### config.mk
export PLATFORM = sky130hd
export DESIGN_NAME = signed_int_to_decimal_ascii
export DESIGN_NICKNAME = d
export VERILOG_FILES = /design/src/rtl/sitda_pkg.sv /design/src/rtl/sitda_dabble.sv /design/src/rtl/sitda_emit.sv /design/src/rtl/signed_int_to_decimal_ascii.sv
export SDC_FILE = /design/constraint.sdc
export NUM_CORES = 1
export LEC_CHECK = 0
export BUFFER_PORTS_ARGS = -buffer_cell sky130_fd_sc_hd__buf_2
export CORE_ASPECT_RATIO = 1.25
export CORE_UTILIZATION = 60
export CTS_CLUSTER_DIAMETER = 60
export DETAILED_ROUTE_END_ITERATION = 16
export PLACE_DENSITY = 0.88
export SLEW_MARGIN = 10
export SYNTH_ARGS = -nofsm -noshare
export SYNTH_HDL_FRONTEND = slang
export SYNTH_SLANG_ARGS = --single-unit
### constraint.sdc
create_clock -name clk -period 3.6 [get_ports clk]
set_input_delay 0.36 -clock clk [delete_from_list [all_inputs] [get_ports clk]]
set_output_delay 0.36 -clock clk [all_outputs]
set_load 0.02 [all_outputs]
### src/rtl/sitda_pkg.sv
// sitda_pkg: shared constants and types for the signed integer to decimal text block
// used by sitda_dabble, sitda_emit, signed_int_to_decimal_ascii and sitda_check
package sitda_pkg;

    localparam int VALUE_WIDTH = 64;
    localparam int IN_W        = 64;
    localparam int DIGITS      = (VALUE_WIDTH * 3) / 10 + 1;
    localparam int BCD_W       = DIGITS * 4;
    localparam int CNT_W       = $clog2(VALUE_WIDTH);
    localparam int LEFT_W      = $clog2(DIGITS);

    localparam logic [7:0] CHAR_ZERO  = 8'd48;
    localparam logic [7:0] CHAR_MINUS = 8'd45;

    localparam logic [3:0] DIGIT_ADJ_MIN = 4'd5;
    localparam logic [3:0] DIGIT_ADJ     = 4'd3;

    typedef struct packed {
        logic             valid;
        logic             neg;
        logic [BCD_W-1:0] bcd;
    } conv_t;

endpackage

### src/rtl/sitda_dabble.sv
// sitda_dabble: bit-serial binary to bcd converter, one shift-and-adjust step per cycle
// depends on sitda_pkg
module sitda_dabble (
    input  logic                        clk,
    input  logic                        rst_n,
    input  logic                        start,
    input  logic [sitda_pkg::IN_W-1:0]  value,
    input  logic                        take,
    output logic                        busy,
    output sitda_pkg::conv_t            conv
);
    import sitda_pkg::*;

    typedef enum logic [1:0] {
        S_IDLE,
        S_RUN,
        S_HOLD
    } state_t;

    state_t                 state_reg, state_next;
    logic [CNT_W-1:0]       cnt_reg, cnt_next;
    logic [BCD_W-1:0]       bcd_reg, bcd_next;
    logic [VALUE_WIDTH-1:0] bin_reg, bin_next;
    logic                   neg_reg, neg_next;
    logic [VALUE_WIDTH-1:0] raw;
    logic [BCD_W-1:0]       adj;

    assign raw = value[VALUE_WIDTH-1:0];

    // add three to every digit of five or more before the shift
    always_comb
    begin
        for (int i = 0; i < DIGITS; i++)
        begin
            if (bcd_reg[4*i +: 4] >= DIGIT_ADJ_MIN)
            begin
                adj[4*i +: 4] = bcd_reg[4*i +: 4] + DIGIT_ADJ;
            end
            else
            begin
                adj[4*i +: 4] = bcd_reg[4*i +: 4];
            end
        end
    end

    always_comb
    begin
        state_next = state_reg;
        cnt_next   = cnt_reg;
        bcd_next   = bcd_reg;
        bin_next   = bin_reg;
        neg_next   = neg_reg;
        unique case (state_reg)
            S_IDLE:
            begin
                if (start)
                begin
                    neg_next = raw[VALUE_WIDTH-1];
                    if (raw[VALUE_WIDTH-1])
                    begin
                        bin_next = ~raw + {{(VALUE_WIDTH-1){1'b0}}, 1'b1};
                    end
                    else
                    begin
                        bin_next = raw;
                    end
                    bcd_next   = '0;
                    cnt_next   = '0;
                    state_next = S_RUN;
                end
            end
            S_RUN:
            begin
                bcd_next = {adj[BCD_W-2:0], bin_reg[VALUE_WIDTH-1]};
                bin_next = {bin_reg[VALUE_WIDTH-2:0], 1'b0};
                cnt_next = cnt_reg + 1'b1;
                if (cnt_reg == CNT_W'(VALUE_WIDTH - 1))
                begin
                    state_next = S_HOLD;
                end
            end
            S_HOLD:
            begin
                if (take)
                begin
                    state_next = S_IDLE;
                end
            end
            default:
            begin
                state_next = S_IDLE;
            end
        endcase
    end

    always_ff @(posedge clk or negedge rst_n)
    begin
        if (!rst_n)
        begin
            state_reg <= S_IDLE;
            cnt_reg   <= '0;
            bcd_reg   <= '0;
            bin_reg   <= '0;
            neg_reg   <= 1'b0;
        end
        else
        begin
            state_reg <= state_next;
            cnt_reg   <= cnt_next;
            bcd_reg   <= bcd_next;
            bin_reg   <= bin_next;
            neg_reg   <= neg_next;
        end
    end

    assign busy       = (state_reg != S_IDLE);
    assign conv.valid = (state_reg == S_HOLD);
    assign conv.neg   = neg_reg;
    assign conv.bcd   = bcd_reg;

endmodule

### src/rtl/sitda_emit.sv
// sitda_emit: character sequencer, drops leading zeros and sends sign and digits
// depends on sitda_pkg
module sitda_emit (
    input  logic             clk,
    input  logic             rst_n,
    input  sitda_pkg::conv_t conv,
    output logic             take,
    output logic             out_valid,
    input  logic             out_stall,
    output logic [7:0]       text_char,
    output logic             last
);
    import sitda_pkg::*;

    typedef enum logic [1:0] {
        E_IDLE,
        E_SKIP,
        E_SIGN,
        E_DIGIT
    } state_t;

    state_t            state_reg, state_next;
    logic [BCD_W-1:0]  digits_reg, digits_next;
    logic [LEFT_W-1:0] left_reg, left_next;
    logic              neg_reg, neg_next;
    logic              out_valid_reg, out_valid_next;
    logic [7:0]        char_reg, char_next;
    logic              last_reg, last_next;
    logic [3:0]        top_digit;
    logic              slot_free;

    assign top_digit = digits_reg[BCD_W-1 -: 4];
    assign slot_free = !out_valid_reg || !out_stall;
    assign take      = (state_reg == E_IDLE);

    always_comb
    begin
        state_next     = state_reg;
        digits_next    = digits_reg;
        left_next      = left_reg;
        neg_next       = neg_reg;
        out_valid_next = out_valid_reg && out_stall;
        char_next      = char_reg;
        last_next      = last_reg;
        unique case (state_reg)
            E_IDLE:
            begin
                if (conv.valid)
                begin
                    digits_next = conv.bcd;
                    neg_next    = conv.neg;
                    left_next   = LEFT_W'(DIGITS - 1);
                    state_next  = E_SKIP;
                end
            end
            E_SKIP:
            begin
                if (top_digit == 4'd0 && left_reg != '0)
                begin
                    digits_next = {digits_reg[BCD_W-5:0], 4'd0};
                    left_next   = left_reg - 1'b1;
                end
                else if (neg_reg)
                begin
                    state_next = E_SIGN;
                end
                else
                begin
                    state_next = E_DIGIT;
                end
            end
            E_SIGN:
            begin
                if (slot_free)
                begin
                    out_valid_next = 1'b1;
                    char_next      = CHAR_MINUS;
                    last_next      = 1'b0;
                    state_next     = E_DIGIT;
                end
            end
            E_DIGIT:
            begin
                if (slot_free)
                begin
                    out_valid_next = 1'b1;
                    char_next      = CHAR_ZERO + {4'd0, top_digit};
                    last_next      = (left_reg == '0);
                    digits_next    = {digits_reg[BCD_W-5:0], 4'd0};
                    left_next      = left_reg - 1'b1;
                    if (left_reg == '0)
                    begin
                        state_next = E_IDLE;
                    end
                end
            end
            default:
            begin
                state_next = E_IDLE;
            end
        endcase
    end

    always_ff @(posedge clk or negedge rst_n)
    begin
        if (!rst_n)
        begin
            state_reg     <= E_IDLE;
            digits_reg    <= '0;
            left_reg      <= '0;
            neg_reg       <= 1'b0;
            out_valid_reg <= 1'b0;
            char_reg      <= '0;
            last_reg      <= 1'b0;
        end
        else
        begin
            state_reg     <= state_next;
            digits_reg    <= digits_next;
            left_reg      <= left_next;
            neg_reg       <= neg_next;
            out_valid_reg <= out_valid_next;
            char_reg      <= char_next;
            last_reg      <= last_next;
        end
    end

    assign out_valid = out_valid_reg;
    assign text_char = char_reg;
    assign last      = last_reg;

endmodule

### src/rtl/signed_int_to_decimal_ascii.sv
// signed_int_to_decimal_ascii: top level, signed integer in, decimal ascii beats out
// depends on sitda_pkg, sitda_dabble and sitda_emit
//
//  channel  direction  handshake                 payload
//  in       input      in_valid / in_stall       value [63:0] signed
//  out      output     out_valid / out_stall     text_char [7:0], last
//
//  a value is loaded and then converted in the shift-and-adjust loop; in_stall
//  stays high until the bcd result passes to the character sequencer, which
//  drops leading zeros and then sends one beat per cycle while out_stall is low
//  (sign first when negative, at most 20 beats). out_stall holds the current beat
//  and the sequencer; the next value may convert meanwhile. rst_n clears all
//  control state asynchronously
module signed_int_to_decimal_ascii (
    input  logic                              clk,
    input  logic                              rst_n,
    input  logic                              in_valid,
    output logic                              in_stall,
    input  logic signed [sitda_pkg::IN_W-1:0] value,
    output logic                              out_valid,
    input  logic                              out_stall,
    output logic [7:0]                        text_char,
    output logic                              last
);
    import sitda_pkg::*;

    conv_t conv;
    logic  busy;
    logic  take;
    logic  start;

    assign in_stall = busy;
    assign start    = in_valid && !busy;

    sitda_dabble u_dabble (
        .clk   (clk),
        .rst_n (rst_n),
        .start (start),
        .value (value),
        .take  (take),
        .busy  (busy),
        .conv  (conv)
    );

    sitda_emit u_emit (
        .clk       (clk),
        .rst_n     (rst_n),
        .conv      (conv),
        .take      (take),
        .out_valid (out_valid),
        .out_stall (out_stall),
        .text_char (text_char),
        .last      (last)
    );

endmodule

==> Word-level counts from Yosys, hierarchy flattened <==
Cells that the tools add are included.
{ "word_totals": {"register_bits": 251, "input_bits": 68, "word_cells": 150} }
{ "classes": {"addsub": 24, "order_cmp": 20, "n_eq_ne": 15, "n_mux": 54, "bitwise_logic": 1, "n_reduce_logical": 24} }
{ "ops": {"columns": ["op", "count"], "rows": [
  ["$mux W80", 4],
  ["$pmux W80 S3", 1],
  ["$pmux W80 S2", 1],
  ["$mux W64", 2],
  ["$pmux W64 S2", 1],
  ["$ge A4 B3 Y1 const B", 20],
  ["$add A4 B2 Y4 const B", 19],
  ["$mux W4", 19],
  ["$add A64 B1 Y64 const B", 1],
  ["$not A64 Y64", 1],
  ["$mux W2", 8],
  ["$mux W8", 2],
  ["$pmux W8 S2", 1],
  ["$mux W5", 3],
  ["$pmux W5 S3", 1],
  ["$ne A2 B1 Y1 const B", 6],
  ["$pmux W6 S2", 1],
  ["$pmux W2 S4", 1],
  ["$add A6 B4 Y7 const A", 1],
  ["$add A6 B1 Y6 const B", 1],
  ["$eq A2 B2 Y1 const B", 3],
  ["$eq A6 B6 Y1 const B", 1],
  ["$mux W6", 1],
  ["$ne A2 B2 Y1 const B", 3],
  ["other kinds (21)", 36]
]} }

==> Longest topological paths before layout <==
Gate-level depths: netlist (run 1).
{ "logic_depth": {"depth_word": 5, "depth_mapped": 10, "mapped_depth_nobuf": 8} }

==> Modules after synthesis <==
From an unflattened synthesis (run 1), not the netlist that was laid out.
{ "hier_totals": {"cells_unflattened": 1469, "hier_area_um2": 14003.4} }
{ "modules_own_cells": {"columns": ["mod", "n_inst", "cells_each", "area_each_um2", "seq_area_each_um2"], "rows": [
  ["sitda_dabble", 1, 1032, 9360.2, 3828.7],
  ["sitda_emit", 1, 436, 4629.4, 2402.3],
  ["signed_int_to_decimal_ascii", 1, 1, 13.8, 0.0]
]} }

==> Worst setup path after synthesis (run 1) <==
OpenSTA, ideal clock, no wires.
{ "synth_path": {"path_type": "input-to-reg", "from": "in value[26] (netlist name)", "to": "reg u_dabble.bin_reg[37]", "t_arrival_ns": 2.424, "t_required_ns": 3.471, "slack_ns": 1.047, "cell_stages": 7, "path_cell_list": "or4_4 -> or4_4 -> or4_1 -> buf_2 -> nor4b_4 -> mux2i_1 -> o21ai_1"} }
{ "synth_between": {"elab_chain_len": 5} }
{ "synth_lines": {"columns": ["item", "line_no", "rtl"], "rows": [
  ["start, declared", "signed_int_to_decimal_ascii.sv:19", "input logic signed [sitda_pkg::IN_W-1:0] value,"],
  ["$not A64 Y64", "sitda_dabble.sv:61", "bin_next = ~raw + {{(VALUE_WIDTH-1){1'b0}}, 1'b1};"],
  ["$add A64 B1 Y64", "sitda_dabble.sv:61", null],
  ["$mux W64", "sitda_dabble.sv:59", "if (raw[VALUE_WIDTH-1])"],
  ["$mux W64", "sitda_dabble.sv:56", "if (start)"],
  ["$pmux W64 S2", "sitda_dabble.sv:53", "unique case (state_reg)"],
  ["end signal, assigned", "sitda_dabble.sv:111", "bin_reg <= bin_next;"],
  ["end, declared", "sitda_dabble.sv:23", "logic [VALUE_WIDTH-1:0] bin_reg, bin_next;"]
]} }
Every way passes these cells. The select of a mux whose other input is x is not followed.
A chain may end at the register's enable or synchronous reset.

==> Worst setup path after layout (run 1) <==
{ "layout_path": {"from": "reg u_emit.left_reg[0]", "to": "reg u_emit.digits_reg[58]"} }
{ "layout_between": {"elab_chain_len": 4} }
{ "layout_lines": {"columns": ["item", "line_no", "rtl"], "rows": [
  ["start, declared", "sitda_emit.sv:24", "logic [LEFT_W-1:0] left_reg, left_next;"],
  ["start signal, assigned", "sitda_emit.sv:120", "left_reg <= left_next;"],
  ["$reduce_bool A5 Y1", "sitda_emit.sv:58", "if (top_digit == 4'd0 && left_reg != '0)"],
  ["$logic_and A1 B1 Y1", "sitda_emit.sv:58", null],
  ["$ne A2 B1 Y1 (no source line)", null, null],
  ["$reduce_and A4 Y1 (no source line)", null, null],
  ["end signal, assigned", "sitda_emit.sv:119", "digits_reg <= digits_next;"],
  ["end, declared", "sitda_emit.sv:23", "logic [BCD_W-1:0] digits_reg, digits_next;"]
]} }
Every way passes these cells.

==> results of run 1 <==
==> layout make-up <==
class	instances	area, sq um
clock buffer	35	683
clock inverter	9	73.8
fill	1667	7180
inverter	51	191
multi-input combinational	1052	6940
sequential	249	6230
tap	283	354
timing repair buffer	101	631
==> how the worst max path moves through the flow <==
| stage | startpoint | slack, ps | to | cells past startpoint |
|---|---|---|---|---|
| 5_1_grt | u_emit.left_reg[0] | 700 | u_emit.digits_reg[52] | 7 |
| 3_5_place_dp | value[26] | 710 | u_dabble.bin_reg[37] | 7 |
| 4_1_cts | u_emit.left_reg[0] | 930 | u_emit.digits_reg[58] | 7 |
| 3_3_place_gp | value[26] | 760 | u_dabble.bin_reg[39] | 7 |
| 2_1_floorplan | value[26] | 1050 | u_dabble.bin_reg[37] | 7 |
| 6_report | u_emit.left_reg[0] | 920 | u_emit.digits_reg[58] | 7 |
==> logic make-up after synthesis <==
family | after synthesis | share of synthesized area [%]
flops | 249 | 45.6
fa+ha+maj | 48 | 4.40
other cells | 1 | 0.0275
mux | 104 | 7.64
simple gates | 378 | 13.4
compound gates | 448 | 20.4
xor+xnor | 72 | 4.62
buf+inv | 140 | 3.92
==> power by group <==
group          leakage (nW)  total [mW]  internal [mW]  switching (mW)
logic                  3.22        5.26           2.20            3.06
registers              3.17        4.96           3.97           0.981
clock network         0.378        2.49           1.39            1.09
==> synthesized netlist by cell type (25+ instances only) <==
cell type | number | area, sq um
nor2_1 | 78 | 293
inv_1 | 50 | 188
mux2i_1 | 102 | 1020
dfrtp_1 | 249 | 6230
ha_1 | 48 | 601
nand2_1 | 136 | 510
nand3_1 | 61 | 305
a22oi_1 | 28 | 210
xnor2_1 | 30 | 263
a21oi_1 | 81 | 405
o21ai_0 | 212 | 1060
nand2b_1 | 25 | 156
xor2_1 | 42 | 368
o31ai_1 | 34 | 255
clkbuf_1 | 70 | 263
a22o_1 | 31 | 272
==> per-stage QoR <==
stage	hold WS (ps)	instance area, sq um
6_report	123	15100
2_1_floorplan	64.4	13700
5_1_grt	108	15100
3_5_place_dp	456	14300
3_3_place_gp	445	14300
4_1_cts	94.5	15100
==> placed cells by master (no fill, tap or decap), types with 3 or more instances in the layout <==
master | netlist | routed
buf_2 | 2 | 75
xnor2_1 | 30 | 30
o31ai_1 | 34 | 34
a22o_1 | 31 | 31
clkbuf_16 | 0 | 25
a22oi_1 | 28 | 28
a41oi_1 | 3 | 3
o22a_1 | 3 | 3
inv_1 | 50 | 50
mux2i_1 | 102 | 102
and3_1 | 4 | 4
ha_1 | 48 | 48
nor2_1 | 78 | 75
clkbuf_1 | 70 | 8
nand2_1 | 136 | 135
clkinv_2 | 0 | 7
a32o_1 | 21 | 21
and2_1 | 3 | 3
dfrtp_1 | 249 | 249
a221o_1 | 3 | 3
or4_1 | 7 | 7
xor2_1 | 42 | 42
buf_4 | 2 | 20
nor4_1 | 16 | 16
nor3_1 | 14 | 14
o21ai_0 | 212 | 212
o32ai_1 | 19 | 19
nand3_1 | 61 | 61
or3_1 | 8 | 8
a21oi_1 | 81 | 81
nand2b_1 | 25 | 24
nand4_1 | 6 | 6
buf_12 | 0 | 4
o41ai_1 | 4 | 4
==> worst max-delay path: stages, from the launching register on <==
cell	delay, ps
dfrtp_1	370
inv_1	100
ha_1	180
or4b_2	640
nand2_1	120
a21o_4	540
buf_4	420
o21ai_0	160
==> metal layers <==
metal	up-vias	GRT usage (%)
li1	5288	-
met1	5599	36.1
met2	389	48.0
met3	77	3.23
met4	0	9.84
met5	-	0
==> timing repair <==
action / CTS / global route
hold buffers: 1 / 0
hold endpoints to repair: 114 / 0
resized for setup: 0 / 0
==> impl_metrics.ini, run 1 <==
[route]
met3_length_microns = 1690
first_pass_iters = 5
drc = 0
drt_iter0_drc = 922
routed-via-count = 11353
postRouteAntennaNets = 0
drt-total-wl_microns = 31400
met1_length_microns = 13100
wire_per_inst_microns = 17.6
route.met2.wl_microns = 15800
avgViaCountPerCell = 6.38
top_layer = met4

[critical_path]
rr_worst_depth = 7
crit_fanout = 76
cp.arrival_ps = 3070
r2r-start = u_emit.left_reg[0]
reg2reg_setup_slack_ps = 920
required_ps = 3990
cp-end-kind = flop
worstSetupPathType = flop to flop
timing.rr.end = u_emit.digits_reg[58]
worstSetupStartpointType = flop

[sta]
relSlewSlack_pct = 28.2
final_hold_viol_count = 0
final_max_slew_viol_count = 0
tightest_slew_ps = 1080
setup_ws_ps = 920
tns_ps = 0
setup_violations = 0
fmax_mhz = 373
min_period_ps = 2680
finalCritPeriodShare_pct = 74.4
rsz0062_at_grt = false
fin_worst_skew_ps = 12.3

[yosys]
ys_types = 58
ys_warn_count = 0
ys_ff_latch = 249
async_reset_ff_share_pct = 100
ys_seq_area_share_pct = 45.6
synthCells = 1440
syn_area_sq_um = 13700
synthFlopType = dfrtp_1
synth_edf_count = 0
avgSynthCellArea_sq_um = 9.49

[cts]
path_clk_slew_ps = 60
cts_tree = done
clock-sinks = 249
root_buffer = clkbuf_16
clock_path_buffers = 3
post_cts_buffers = 0
htree_levels = 1
cts_made_buffers = 25
insertion_delay_ps = 530

[global_routing]
antenna_found_initial = 0
grt_pass1_wl_microns = 53300
grt_max_degree = 118
grtUsageTotal_pct = 27.8
grt_pass1_vias = 11160
grt.overflow.total = 0

[finish]
drive_above_1_share_pct = 10.6
antenna_cells = 0
finalNonFillerCells = 1780
syn_to_final_growth_pct = 10.6
final_nets = 1596
fin_util_pct = 67.8

[power_and_ir_drop]
power_leakage_nw = 6.78
vdd_drop_max_uv = 786
p_per_area_nw_per_um2 = 841
total_power_mw = 12.7

[floorplan]
rows = 61
coreArea_sq_um = 22300
ios = 79
start_util_pct = 61.3
die_w_microns = 137
fp.dieH_microns = 171
dieArea_sq_um = 23400

[place]
gp_congestion = 0.829
hpwl_microns = 19600
place_inst = 1735
port_buffers = 76
place_ws_ps = 706

[worst_hold_path]
worstHoldStart = out_stall
hp-class = input pin to flop
min_to = u_emit.out_valid
hold_depth = 3

[run]
drv_cap = 0

[outcome]
run_status = completed
Power figures use the tool's default switching activity.
==> run 2: changes to the inputs <==
- clock period: 3.6 -> 2.8 ns (I/O delays scaled with it)
==> impl_metrics.ini, run 2 (synthesis gave the netlist of run 1 again) <==
[outcome]
run_status = completed

[place]
hpwl_microns = 19700
port_buffers = 76
place_ws_ps = -5.77
gp_congestion = 0.857

[route]
top_layer = met4
drt_iter0_drc = 860
met3_length_microns = 1770
routed-via-count = 11459
first_pass_iters = 5
route.met2.wl_microns = 16700
drt-total-wl_microns = 32700
postRouteAntennaNets = 0
wire_per_inst_microns = 18.2
met1_length_microns = 13400
avgViaCountPerCell = 6.38
drc = 0

[finish]
drive_above_1_share_pct = 11.8
fin_util_pct = 69.3
final_nets = 1609
syn_to_final_growth_pct = 13.1
n_fill_cell = 1569
final_common_cell = dfrtp_1
mostFrequentLayoutCells = dfrtp_1 (249), o21ai_0 (212), nand2_1 (135), mux2i_1 (102), a21oi_1 (81)

[sta]
final_hold_viol_count = 0
setup_ws_ps = 309
setup_violations = 0
rsz0062_at_grt = false
finalCritPeriodShare_pct = 89.0
min_period_ps = 2490
whs_ps = 19.0
fmax_mhz = 401
fin_worst_skew_ps = 9.80
relSlewSlack_pct = 28.7
tightest_slew_ps = 1070
final_max_slew_viol_count = 0

[floorplan]
fp.dieH_microns = 171
dieArea_sq_um = 23400
start_util_pct = 61.3
die_w_microns = 137
rows = 61
ios = 79
coreArea_sq_um = 22300

[cts]
cts-resized-gates = 0
htree_levels = 1
post_cts_buffers = 0
insertion_delay_ps = 530
cts_tree = done
root_buffer = clkbuf_16
clock_path_buffers = 3
path_clk_slew_ps = 60
clock-sinks = 249
cts_made_buffers = 26

[global_routing]
grt.overflow.total = 0
grt_pass1_vias = 11569
grt_max_degree = 103
grtUsageTotal_pct = 28.8
antenna_found_initial = 0
grt_pass1_wl_microns = 54800

[critical_path]
timing.rr.end = u_emit.digits_reg[13]
worstSetupPathType = flop to flop
required_ps = 3170
r2r-start = u_emit.left_reg[0]
cp.arrival_ps = 2860
worstSetupStartpointType = flop
rr_worst_depth = 7
crit_fanout = 45
reg2reg_setup_slack_ps = 310
cp-end-kind = flop

[run]
drv_cap = 0

[power_and_ir_drop]
p_per_area_nw_per_um2 = 1120
power_leakage_nw = 6.94
vdd_drop_max_uv = 1280

[worst_hold_path]
min_to = u_dabble.bin_reg[63]
worstHoldStart = value[62]
hold_depth = 2
hp-class = input pin to flop
run 2: cell count changes in the layout (fill, tap and decap cells not counted):
| cell | before | now |
|---|---|---|
| buf_4 | 20 | 31 |
| bufinv_16 | 1 | 6 |
| clkinv_2 | 7 | 2 |
| clkbuf_1 | 8 | 4 |
| clkbuf_8 | 2 | 6 |
| clkinvlp_4 | 0 | 3 |
| clkbuf_16 | 25 | 27 |
| buf_12 | 4 | 5 |
| diode_2 | 0 | 1 |
| inv_6 | 1 | 0 |
run 2: worst max-delay path by stage:
stage | cells past startpoint | end | start
detailed placement | 7 | u_dabble.bin_reg[39] | value[26]
finish | 7 | u_emit.digits_reg[13] | u_emit.left_reg[0]
global placement | 7 | u_dabble.bin_reg[37] | value[26]
global route | 8 | u_emit.digits_reg[30] | u_emit.left_reg[0]
CTS | 7 | u_emit.digits_reg[13] | u_emit.left_reg[0]
floorplan | 10 | u_emit.digits_reg[1] | u_emit.left_reg[0]
run 2: timing repair:
item                                    in CTS  in global routing
hold buffers                                 1                  0
endpoints found under the setup margin       0                  0
hold endpoints to repair                    34                  0
run 2: layout make-up:
class                           instances  area (sq um)  share of cell area, %
Antenna cell                            1          2.50                 0.0162
Clock buffer                           37           773                   5.01
Clock inverter                         11           213                   1.38
Inverter                               51           191                   1.24
Multi-Input combinational cell       1052          6940                   45.0
Sequential cell                       249          6230                   40.4
Tap cell                              283           354                   2.29
Timing Repair Buffer                  113           733                   4.75
run 2: routing by layer:
layer,GRT usage [%],vias up
met5,0,-
met4,11.1,0
met3,3.88,88
met2,50.1,409
met1,36.2,5654
li1,-,5308
run 2: worst max-delay path: stages (launching register included):
cell     delay, ps
dfrtp_1        380
inv_1          110
ha_1           200
or4b_2         630
nand2_1        130
a21o_4         280
buf_4          400
o21ai_0        210
run 2: power breakdown:
part / internal, mW / switching, mW
combinational: 2.88 / 4.09
sequential: 5.11 / 1.29
clock: 2.47 / 1.46
run 2: per-stage QoR:
step / TNS [ps] / instance area [sq um] / instances / power, mW
CTS: 0 / 15400 / 1796 / 17.3
global route: 0 / 15400 / 1796 / 18.5
finish: 0 / 15400 / 1797 / 17.3
global placement: 0 / 14400 / 1747 / 12.6
floorplan: 0 / 13700 / 1441 / 11.3
detailed placement: -5.77 / 14400 / 1747 / 13.1
